--- src/rtl/assert_macros.svh ---
// Assertion macros shared by the transmit ring modules.
`ifndef ASSERT_MACROS_SVH
`define ASSERT_MACROS_SVH

// Check a property on every rising clock edge, held off while reset is low.
`define DTR_ASSERT(lbl, prop, msg) \
	lbl: assert property (@(posedge clk) disable iff (!arst_n) (prop)) else $error(msg);

// Check a property on every rising clock edge, reset included.
`define DTR_ASSERT_ALWAYS(lbl, prop, msg) \
	lbl: assert property (@(posedge clk) (prop)) else $error(msg);

`endif

--- src/rtl/dtr_pkg.sv ---
// Shared codes, widths and controller/datapath interface types of the transmit ring.
`default_nettype none

package dtr_pkg;

	// Request function codes carried on s_tuser
	localparam logic [1:0] FUNC_PUSH  = 2'd0;
	localparam logic [1:0] FUNC_DONE  = 2'd1;
	localparam logic [1:0] FUNC_FETCH = 2'd2;

	localparam int unsigned SIZE_W   = 9;
	localparam int unsigned IN_W     = 16;
	localparam int unsigned OUT_W    = 40;

	// Commands from the controller to the datapath
	typedef struct packed {
		logic accept;     // request taken this cycle
		logic load_fetch; // fetch data is on the memory read port
		logic cfg_we;     // ring_size write
	} dtr_cmd_t;

	// Status from the datapath to the controller
	typedef struct packed {
		logic is_fetch;   // presented request is a fetch
	} dtr_sts_t;

endpackage

`default_nettype wire

--- src/rtl/dtr_ram.sv ---
// Generic single write port, single read port RAM with registered read data.
`default_nettype none

module dtr_ram #(
	parameter int unsigned WIDTH = 8,
	parameter int unsigned DEPTH = 256
) (
	input  wire logic                     clk,
	input  wire logic                     we,
	input  wire logic [$clog2(DEPTH)-1:0] waddr,
	input  wire logic [WIDTH-1:0]         wdata,
	input  wire logic [$clog2(DEPTH)-1:0] raddr,
	output logic      [WIDTH-1:0]         rdata
);

	logic [WIDTH-1:0] mem_q [DEPTH];

	always_ff @(posedge clk) begin
		if (we) begin
			mem_q[waddr] <= wdata;
		end
		rdata <= mem_q[raddr];
	end

endmodule

`default_nettype wire

--- src/rtl/dtr_ctrl.sv ---
// Handshake controller of the transmit ring: request intake, fetch wait and result valid.
`default_nettype none
`include "assert_macros.svh"

module dtr_ctrl
	import dtr_pkg::*;
(
	input  wire logic     clk,
	input  wire logic     arst_n,
	input  wire logic     s_tvalid,
	output logic          s_tready,
	output logic          m_tvalid,
	input  wire logic     m_tready,
	input  wire logic     cfg_valid,
	output logic          cfg_ready,
	input  wire dtr_sts_t sts,
	output dtr_cmd_t      cmd
);

	typedef enum logic [1:0] {
		ST_IDLE  = 2'b01,
		ST_FETCH = 2'b10
	} state_t;

	state_t state_q;
	state_t state_d;
	logic   m_tvalid_q;
	logic   accept;

	assign s_tready  = (state_q == ST_IDLE) && (!m_tvalid_q || m_tready);
	assign accept    = s_tvalid && s_tready;
	assign cfg_ready = 1'b1;
	assign m_tvalid  = m_tvalid_q;

	assign cmd.accept     = accept;
	assign cmd.load_fetch = (state_q == ST_FETCH);
	assign cmd.cfg_we     = cfg_valid;

	always_comb begin
		state_d = state_q;
		unique case (state_q)
			ST_IDLE: begin
				if (accept && sts.is_fetch) begin
					state_d = ST_FETCH;
				end
			end
			ST_FETCH: begin
				state_d = ST_IDLE;
			end
			default: begin
				state_d = ST_IDLE;
			end
		endcase
	end

	always_ff @(posedge clk or negedge arst_n) begin
		if (!arst_n) begin
			state_q    <= ST_IDLE;
			m_tvalid_q <= 1'b0;
		end else begin
			state_q <= state_d;
			// load on a finished request, drop once taken
			if ((accept && !sts.is_fetch) || (state_q == ST_FETCH)) begin
				m_tvalid_q <= 1'b1;
			end else if (m_tready) begin
				m_tvalid_q <= 1'b0;
			end
		end
	end

	`DTR_ASSERT(ctrl_fetch_one_cycle, (state_q == ST_FETCH) |=> (state_q == ST_IDLE),
		"fetch wait lasted more than one cycle")
	`DTR_ASSERT(ctrl_fetch_enters_wait, (accept && sts.is_fetch) |=> (state_q == ST_FETCH),
		"fetch request did not enter the wait state")
	`DTR_ASSERT(ctrl_no_accept_on_stall, (m_tvalid && !m_tready) |-> !s_tready,
		"request accepted while the result register is stalled")

endmodule

`default_nettype wire

--- src/rtl/dtr_datapath.sv ---
// Datapath of the transmit ring: pointers, segment bookkeeping, ring memory and result register.
`default_nettype none
`include "assert_macros.svh"

module dtr_datapath
	import dtr_pkg::*;
#(
	parameter int unsigned RING_DEPTH = 256
) (
	input  wire logic              clk,
	input  wire logic              arst_n,
	input  wire dtr_cmd_t          cmd,
	output dtr_sts_t               sts,
	input  wire logic [IN_W-1:0]   s_tdata,
	input  wire logic              s_tlast,
	input  wire logic [1:0]        s_tuser,
	input  wire logic [SIZE_W-1:0] cfg_data,
	output logic      [OUT_W-1:0]  m_tdata
);

	localparam int unsigned SLOTS = (RING_DEPTH < 256) ? RING_DEPTH : 256;
	localparam int unsigned AW    = $clog2(SLOTS);
	localparam logic [SIZE_W-1:0] CAP = SIZE_W'(SLOTS);
	localparam logic [SIZE_W-1:0] MIN_SIZE = SIZE_W'(2);

	logic [7:0]        in_byte;
	logic [7:0]        in_ridx;

	logic [AW-1:0]     wp_q, rp_q;
	logic              busy_q, req_q;
	logic [SIZE_W-1:0] seg_q, size_q;
	logic [7:0]        batch_q;
	logic              in_range_s1;

	logic [AW-1:0]     wp_d, rp_d;
	logic              busy_d, req_d;
	logic [SIZE_W-1:0] seg_d;
	logic [7:0]        batch_d;

	logic [SIZE_W-1:0] wp9, rp9, used, wp_inc9, t9, rp_done9, cfg_size;
	logic [AW-1:0]     wp_push, rp_done;
	logic              can_push, ram_we;
	logic [7:0]        ram_rdata;

	logic              r_acc, r_start;
	logic [7:0]        r_sent, r_off;
	logic [SIZE_W-1:0] r_len;

	logic              res_acc_q, res_start_q, res_req_q;
	logic [7:0]        res_sent_q, res_off_q, res_rdata_q;
	logic [SIZE_W-1:0] res_len_q;

	assign in_byte = s_tdata[7:0];
	assign in_ridx = s_tdata[15:8];
	assign sts.is_fetch = (s_tuser == FUNC_FETCH);

	// Length of the contiguous segment from rpx: up to wpx, or to the ring end on wrap
	function automatic logic [SIZE_W-1:0] seg_len(input logic [AW-1:0] wpx,
		input logic [AW-1:0] rpx, input logic [SIZE_W-1:0] size);
		logic [SIZE_W-1:0] w, r;
		w = SIZE_W'(wpx);
		r = SIZE_W'(rpx);
		seg_len = (w > r) ? (w - r) : (size - r);
	endfunction

	assign cfg_size = (cfg_data < MIN_SIZE) ? MIN_SIZE : ((cfg_data > CAP) ? CAP : cfg_data);

	assign wp9      = SIZE_W'(wp_q);
	assign rp9      = SIZE_W'(rp_q);
	assign used     = (wp9 >= rp9) ? (wp9 - rp9) : (size_q - rp9 + wp9);
	assign can_push = (used < (size_q - SIZE_W'(1))) && (wp9 < size_q);
	assign wp_inc9  = wp9 + SIZE_W'(1);
	assign wp_push  = (wp_inc9 >= size_q) ? '0 : wp_inc9[AW-1:0];
	// read_pos plus segment stays below twice the size: one subtract wraps it
	assign t9       = rp9 + seg_q;
	assign rp_done9 = (t9 >= size_q) ? (t9 - size_q) : t9;
	assign rp_done  = rp_done9[AW-1:0];

	always_comb begin
		wp_d    = wp_q;
		rp_d    = rp_q;
		busy_d  = busy_q;
		req_d   = req_q;
		seg_d   = seg_q;
		batch_d = batch_q;
		ram_we  = 1'b0;
		r_acc   = 1'b0;
		r_sent  = '0;
		r_start = 1'b0;
		r_off   = '0;
		r_len   = '0;
		if (cmd.accept) begin
			unique case (s_tuser)
				FUNC_PUSH: begin
					if (can_push) begin
						ram_we  = 1'b1;
						wp_d    = wp_push;
						r_acc   = 1'b1;
						batch_d = (batch_q != 8'hFF) ? (batch_q + 8'd1) : batch_q;
					end
					if (s_tlast) begin
						r_sent  = batch_d;
						batch_d = '0;
						if (!busy_q && (wp_d != rp_q)) begin
							busy_d  = 1'b1;
							seg_d   = seg_len(wp_d, rp_q, size_q);
							req_d   = 1'b1;
							r_start = 1'b1;
							r_off   = 8'(rp_q);
							r_len   = seg_d;
						end
					end
				end
				FUNC_DONE: begin
					if (busy_q) begin
						rp_d   = rp_done;
						busy_d = 1'b0;
						if (wp_q != rp_done) begin
							busy_d  = 1'b1;
							seg_d   = seg_len(wp_q, rp_done, size_q);
							req_d   = 1'b1;
							r_start = 1'b1;
							r_off   = 8'(rp_done);
							r_len   = seg_d;
						end else begin
							req_d = 1'b0;
						end
					end
				end
				default: begin
				end
			endcase
		end
	end

	always_ff @(posedge clk or negedge arst_n) begin
		if (!arst_n) begin
			wp_q    <= '0;
			rp_q    <= '0;
			busy_q  <= 1'b0;
			req_q   <= 1'b0;
			seg_q   <= '0;
			batch_q <= '0;
			size_q  <= CAP;
		end else if (cmd.cfg_we) begin
			// reconfiguration empties the ring, stored bytes stay
			wp_q    <= '0;
			rp_q    <= '0;
			busy_q  <= 1'b0;
			req_q   <= 1'b0;
			seg_q   <= '0;
			batch_q <= '0;
			size_q  <= cfg_size;
		end else begin
			wp_q    <= wp_d;
			rp_q    <= rp_d;
			busy_q  <= busy_d;
			req_q   <= req_d;
			seg_q   <= seg_d;
			batch_q <= batch_d;
		end
	end

	dtr_ram #(
		.WIDTH (8),
		.DEPTH (SLOTS)
	) u_ring (
		.clk   (clk),
		.we    (ram_we),
		.waddr (wp_q),
		.wdata (in_byte),
		.raddr (in_ridx[AW-1:0]),
		.rdata (ram_rdata)
	);

	// Result register and fetch stage
	always_ff @(posedge clk) begin
		if (cmd.accept) begin
			in_range_s1 <= (SIZE_W'(in_ridx) < size_q);
		end
		if (cmd.accept && !sts.is_fetch) begin
			res_acc_q   <= r_acc;
			res_sent_q  <= r_sent;
			res_start_q <= r_start;
			res_off_q   <= r_off;
			res_len_q   <= r_len;
			res_req_q   <= req_d;
			res_rdata_q <= '0;
		end else if (cmd.load_fetch) begin
			res_acc_q   <= 1'b0;
			res_sent_q  <= '0;
			res_start_q <= 1'b0;
			res_off_q   <= '0;
			res_len_q   <= '0;
			res_req_q   <= req_q;
			res_rdata_q <= in_range_s1 ? ram_rdata : 8'd0;
		end
	end

	assign m_tdata = {4'd0, res_rdata_q, res_req_q, res_len_q, res_off_q, res_start_q,
		res_sent_q, res_acc_q};

	`DTR_ASSERT(dp_busy_has_request, busy_q |-> req_q,
		"transfer running without transmit request")
	`DTR_ASSERT(dp_wp_in_ring, (SIZE_W'(wp_q) < size_q) && (SIZE_W'(rp_q) < size_q),
		"ring pointer beyond the ring size")

endmodule

`default_nettype wire

--- src/rtl/dma_tx_ring_buffer.sv ---
// Top level of the DMA transmit ring buffer: controller and datapath joined.
`default_nettype none

// Transmit byte ring for a DMA-driven serial transmitter. Each request on the
// slave stream is a push (s_tuser 0), a transfer-complete notice (1) or a fetch
// of a stored byte (2); every request yields exactly one result on the master
// stream. One slot is always kept free, so equal pointers mean empty. A push
// marked by s_tlast closes a send batch and, if no transfer runs, starts one
// over the longest contiguous segment from the read pointer. Push, complete
// and unused requests load the result register; a fetch passes a wait state for the
// registered read port of the ring memory. A new request is taken whenever no fetch
// waits and the result register is empty or being drained in the same cycle. The ring
// memory has no clearing pass: a slot that was never written reads back arbitrary
// data. A write on the cfg channel sets ring_size (clamped to 2 .. min(RING_DEPTH,
// 256)) and empties the ring; issue it only while the block is idle.
module dma_tx_ring_buffer
	import dtr_pkg::*;
#(
	parameter int unsigned RING_DEPTH = 256
) (
	input  wire logic              clk,
	input  wire logic              arst_n,
	// request stream
	input  wire logic              s_tvalid,
	output logic                   s_tready,
	input  wire logic [IN_W-1:0]   s_tdata,  // [7:0] data_byte, [15:8] read_index
	input  wire logic              s_tlast,  // end_of_send
	input  wire logic [1:0]        s_tuser,  // [1:0] func
	// result stream
	output logic                   m_tvalid,
	input  wire logic              m_tready,
	output logic      [OUT_W-1:0]  m_tdata,  // [0] accepted, [8:1] sent_count,
	                                         // [9] start_transfer, [17:10] transfer_offset,
	                                         // [26:18] transfer_length, [27] request_enable,
	                                         // [35:28] read_data, [39:36] zero
	// ring_size write channel
	input  wire logic              cfg_valid,
	output logic                   cfg_ready,
	input  wire logic [SIZE_W-1:0] cfg_data
);

	dtr_cmd_t cmd;
	dtr_sts_t sts;

	// Sequence request intake and result valid
	dtr_ctrl u_ctrl (
		.clk       (clk),
		.arst_n    (arst_n),
		.s_tvalid  (s_tvalid),
		.s_tready  (s_tready),
		.m_tvalid  (m_tvalid),
		.m_tready  (m_tready),
		.cfg_valid (cfg_valid),
		.cfg_ready (cfg_ready),
		.sts       (sts),
		.cmd       (cmd)
	);

	// Hold pointers, segment state, ring memory and the result payload
	dtr_datapath #(
		.RING_DEPTH (RING_DEPTH)
	) u_datapath (
		.clk      (clk),
		.arst_n   (arst_n),
		.cmd      (cmd),
		.sts      (sts),
		.s_tdata  (s_tdata),
		.s_tlast  (s_tlast),
		.s_tuser  (s_tuser),
		.cfg_data (cfg_data),
		.m_tdata  (m_tdata)
	);

endmodule

`default_nettype wire

--- config.mk ---
export PLATFORM = sky130hd
export DESIGN_NAME = dma_tx_ring_buffer
export DESIGN_NICKNAME = d
export VERILOG_FILES = /design/src/rtl/dtr_pkg.sv /design/src/rtl/dtr_ram.sv /design/src/rtl/dtr_ctrl.sv /design/src/rtl/dtr_datapath.sv /design/src/rtl/dma_tx_ring_buffer.sv
export VERILOG_INCLUDE_DIRS = /design/src /design/src/rtl
export SDC_FILE = /design/constraint.sdc
export NUM_CORES = 2
export LEC_CHECK = 0
export BUFFER_PORTS_ARGS = -buffer_cell sky130_fd_sc_hd__buf_2
export CAP_MARGIN = 30
export CORE_MARGIN = 4
export CORE_UTILIZATION = 50
export DETAILED_ROUTE_END_ITERATION = 6
export HOLD_SLACK_MARGIN = 0.12
export PLACE_DENSITY_LB_ADDON = 0.1
export SLEW_MARGIN = 20
export SYNTH_ARGS = -nofsm -noshare
export SYNTH_HDL_FRONTEND = slang
export SYNTH_HIERARCHICAL = 1
export SYNTH_SLANG_ARGS = --single-unit
--- constraint.sdc ---
create_clock -name clk -period 8.73 [get_ports clk]
set_input_delay 1.746 -clock clk [delete_from_list [all_inputs] [get_ports clk]]
set_output_delay 1.746 -clock clk [all_outputs]
set_load 0.1 [all_outputs]
==> results.md <==
* Hold_ws at 0.449 ns
* FFs w/ async S/R, synth at 0.0220
* Setup CP Type: register to register
* CTS clk-pin slew, worst paths at 0.06 ns
* Final Critical Period at 7.71 ns
* H-tree Lvls at 4
* CP max FO at 12
* Top FF cell, synth: edfxtp_1
* Leakage at 0.0311 uW
* Final hold vios at 0
* WP buf/inv at 1
* CTS tree: built
* Placed cell area at 90500 um^2
* CP Capture Type: register
* GP Congestion at 0.911
* Fin. max-slew vios at 0
* Sequential area share after synthesis at 0.731
* Yosys reg bits at 2140
* Gr usage total at 0.249
* DR pass1 iterations at 6
* Largest net degree at the start of global routing at 196
* Layout cells sized above 1 at 0.203
* Antenna violations before repair at 2
* Die H at 426 um
* Final cycle utilization of the critical path at 0.883
* Top-area cell type share of the netlist area at 0.713
* Yosys Warn Count at 6
* Via Count at 45435
* Clock Skews at 0.0311 ns
* Row cnt at 153
* Slowest cell on the critical path: dfrtp_1
* Die area at 182000 um^2
* VDD IR max at 0.223 mV
* Final ANT Viol Nets at 0
* Starting density of the core at 0.503
* Cells after Synth at 4623
* Final setup fails at 0
* Synth unique cells at 96
* Crit path max-delay family: compound AO/OA/AOI/OAI gates
* Top cell type by total area after synthesis: edfxtp_1
* Filler instances at 13344
* Ports at 76
* GRT Residual Overflow at 0
* Startpoint types: register
* Final Instance Area at 97300 um^2
* Setup bufs post-CTS at 0
* Worst path max stage delay at 0.55 ns
* RSZ-0062 raised after global routing: no
* Commonest cells post-synth: edfxtp_1, mux4_2, nor2_1
* Syn avg cell area at 18.9 um^2
* Post-Syn Area at 87400 um^2
* Crit path DAT at 8.42 ns
* Chip Width at 426 um
* Status: finished, final reports clean
* Critical path's most frequent cell: a21oi_1
* EDFF count, synth at 2077
* TritonCTS Buffers at 212
* Nets at 4919
* Hold Crit Class: register to register
* Max-cap violations at 0
* DP HPWL at 139000 um
* Max-slew headroom at 0.217
* Post-cts resize count at 0
* Synth-to-layout area growth at 11.3%
* Critical path data required time at 9.44 ns
* Final Power at 21600 uW
* Pwr dens at 222 nW/um^2
* Port buffer count at 70
* Clock Latency Late Sink at 0.84 ns
* Initial DRC Count at 4921
* WL final at 225000 um
* Most frequent cell after synthesis: edfxtp_1
* Final core utilization at 0.560
* Clock sink count at 2140
* DRC errors left at 0
* Hold Buf Count CTS at 0
* Measured slew at the worst slew-check pin at 1.17 ns
* Fmax at 0.130 GHz
* Wirelength per Cell at 30.8 um
* Synth area leaders: edfxtp_1, mux4_2, mux2i_1
* CTS root buf: clkbuf_16
* First-pass GRT wire length at 326000 um
* Vias in the first global route at 45407
* Setup TNS at 0 ns
* Core box area at 174000 um^2
* Via density at 6.24
* Clock buffer depth at 3
## where the power goes
part / total (uW) / leakage [uW] / switching, uW / internal, uW
Sequential: 11300 / 0.0194 / 17.1 / 11300
Combinational: 1380 / 0.00835 / 928 / 455
Clock: 8900 / 0.00329 / 3810 / 5100
## flip-flops by register name, summed over array words and instances, names as in the netlist
register	flops
u_datapath/res_req_q	1
u_datapath/req_q	1
u_datapath/res_rdata_q	8
u_datapath/u_ring/mem_q	2048
u_ctrl/state_q	2
u_datapath/wp_q	8
u_datapath/res_len_q	9
u_datapath/u_ring/rdata	8
u_datapath/busy_q	1
u_datapath/res_off_q	8
u_datapath/batch_q	8
u_datapath/in_range_s1	1
u_ctrl/m_tvalid	1
u_datapath/res_start_q	1
u_datapath/rp_q	8
u_datapath/res_sent_q	8
u_datapath/seg_q	9
u_datapath/res_acc_q	1
u_datapath/size_q	9
## path summary, 6_finish.rpt
kind	from	endpoint	slack, ns	depth (start not counted)
worst max register to register	u_datapath/rp_q[1]	u_datapath/seg_q[2]	1.02	31
worst min-delay path	u_datapath/u_ring/rdata[5]	u_datapath/res_rdata_q[5]	0.45	1
worst max-delay path	u_datapath/rp_q[1]	u_datapath/seg_q[2]	1.02	31
min in group asynchronous	arst_n	u_datapath/rp_q[6]	1.04	2
max in group asynchronous	arst_n	u_datapath/wp_q[4]	7.22	2
worst min register to register	u_datapath/u_ring/rdata[5]	u_datapath/res_rdata_q[5]	0.45	1
## per-stage QoR
| stage | instances | worst slack, ns |
|---|---|---|
| 6_report | 7281 | 1.02 |
| 5_1_grt | 7279 | 0.472 |
| 4_1_cts | 7273 | 1.09 |
| 3_5_place_dp | 6882 | 1.14 |
| 3_3_place_gp | 6870 | 1.16 |
| 2_1_floorplan | 4626 | 2.15 |
## worst register-to-register path: cells and delay by family, from the launching register on
| family | cells | cell delay, ns |
|---|---|---|
| AO/OA/AOI/OAI | 18 | 3.78 |
| adder cells (fa/ha/maj) | 4 | 1.36 |
| AND/OR/NAND/NOR | 5 | 0.90 |
| flip-flops | 1 | 0.55 |
| XOR/XNOR | 2 | 0.40 |
| multiplexers | 1 | 0.40 |
| buffers and inverters | 1 | 0.22 |
## placed cells by master (no fill, tap or decap), types with 14 or more instances in the layout
cell       Yosys  final
buf_2         34     63
xor2_1        15     15
a221oi_1      16     16
and2_1        14     14
o211ai_1      14     14
clkbuf_16      0    218
edfxtp_1    2077   2077
clkinv_2       0     35
o22ai_1       40     40
nor2b_1       53     50
dfrtp_1       45     45
a21o_1        17     17
nand3_1       55     49
clkbuf_1     123     48
a22o_1        17     17
nor4_1        28     26
nor3_1        46     45
o221ai_1      46     46
o21ai_0       66     66
dfxtp_1       16     16
buf_4         39    105
inv_1         45     44
a211oi_1      23     23
nor2_1       365    362
nand2b_1      27     27
o21a_1        20     20
mux2i_1      156    156
ha_1         101    101
a22oi_1      139    139
buf_12         8     16
clkinv_1       1     53
nand4_1       18     18
bufinv_16      0     18
xnor2_1       43     43
mux4_2       454    454
nand2_1       83     83
a21oi_1      153    152
## layout make-up
type	instances	area [um^2]	area share
sequential	2140	63900	0.656
antenna	2	5.00	0.0000514
clock inverter	124	1120	0.0115
tap	2325	2910	0.0299
clock buffer	267	5650	0.0580
multi-input combinational	2176	21900	0.225
inverter	46	173	0.00177
timing repair buffer	201	1710	0.0175
## cell families (layout without fill, tap and decap cells)
family	count (synthesis)	in the layout	share of synthesized area
multiplexers	616	616	0.136
buffers and inverters	310	638	0.0204
other	2	7	0.0000859
flip-flops	2140	2140	0.731
AND/OR/NAND/NOR	754	754	0.0409
AO/OA/AOI/OAI	634	634	0.0500
XOR/XNOR	58	58	0.00581
adder cells (fa/ha/maj)	109	109	0.0163
## layer usage
layer	part of all wire	global-route usage
met1	0.42	0.361
met2	0.48	0.396
met5	0	0
met4	0.026	0.0665
met3	0.071	0.0420
Power figures use the tool's default switching activity.
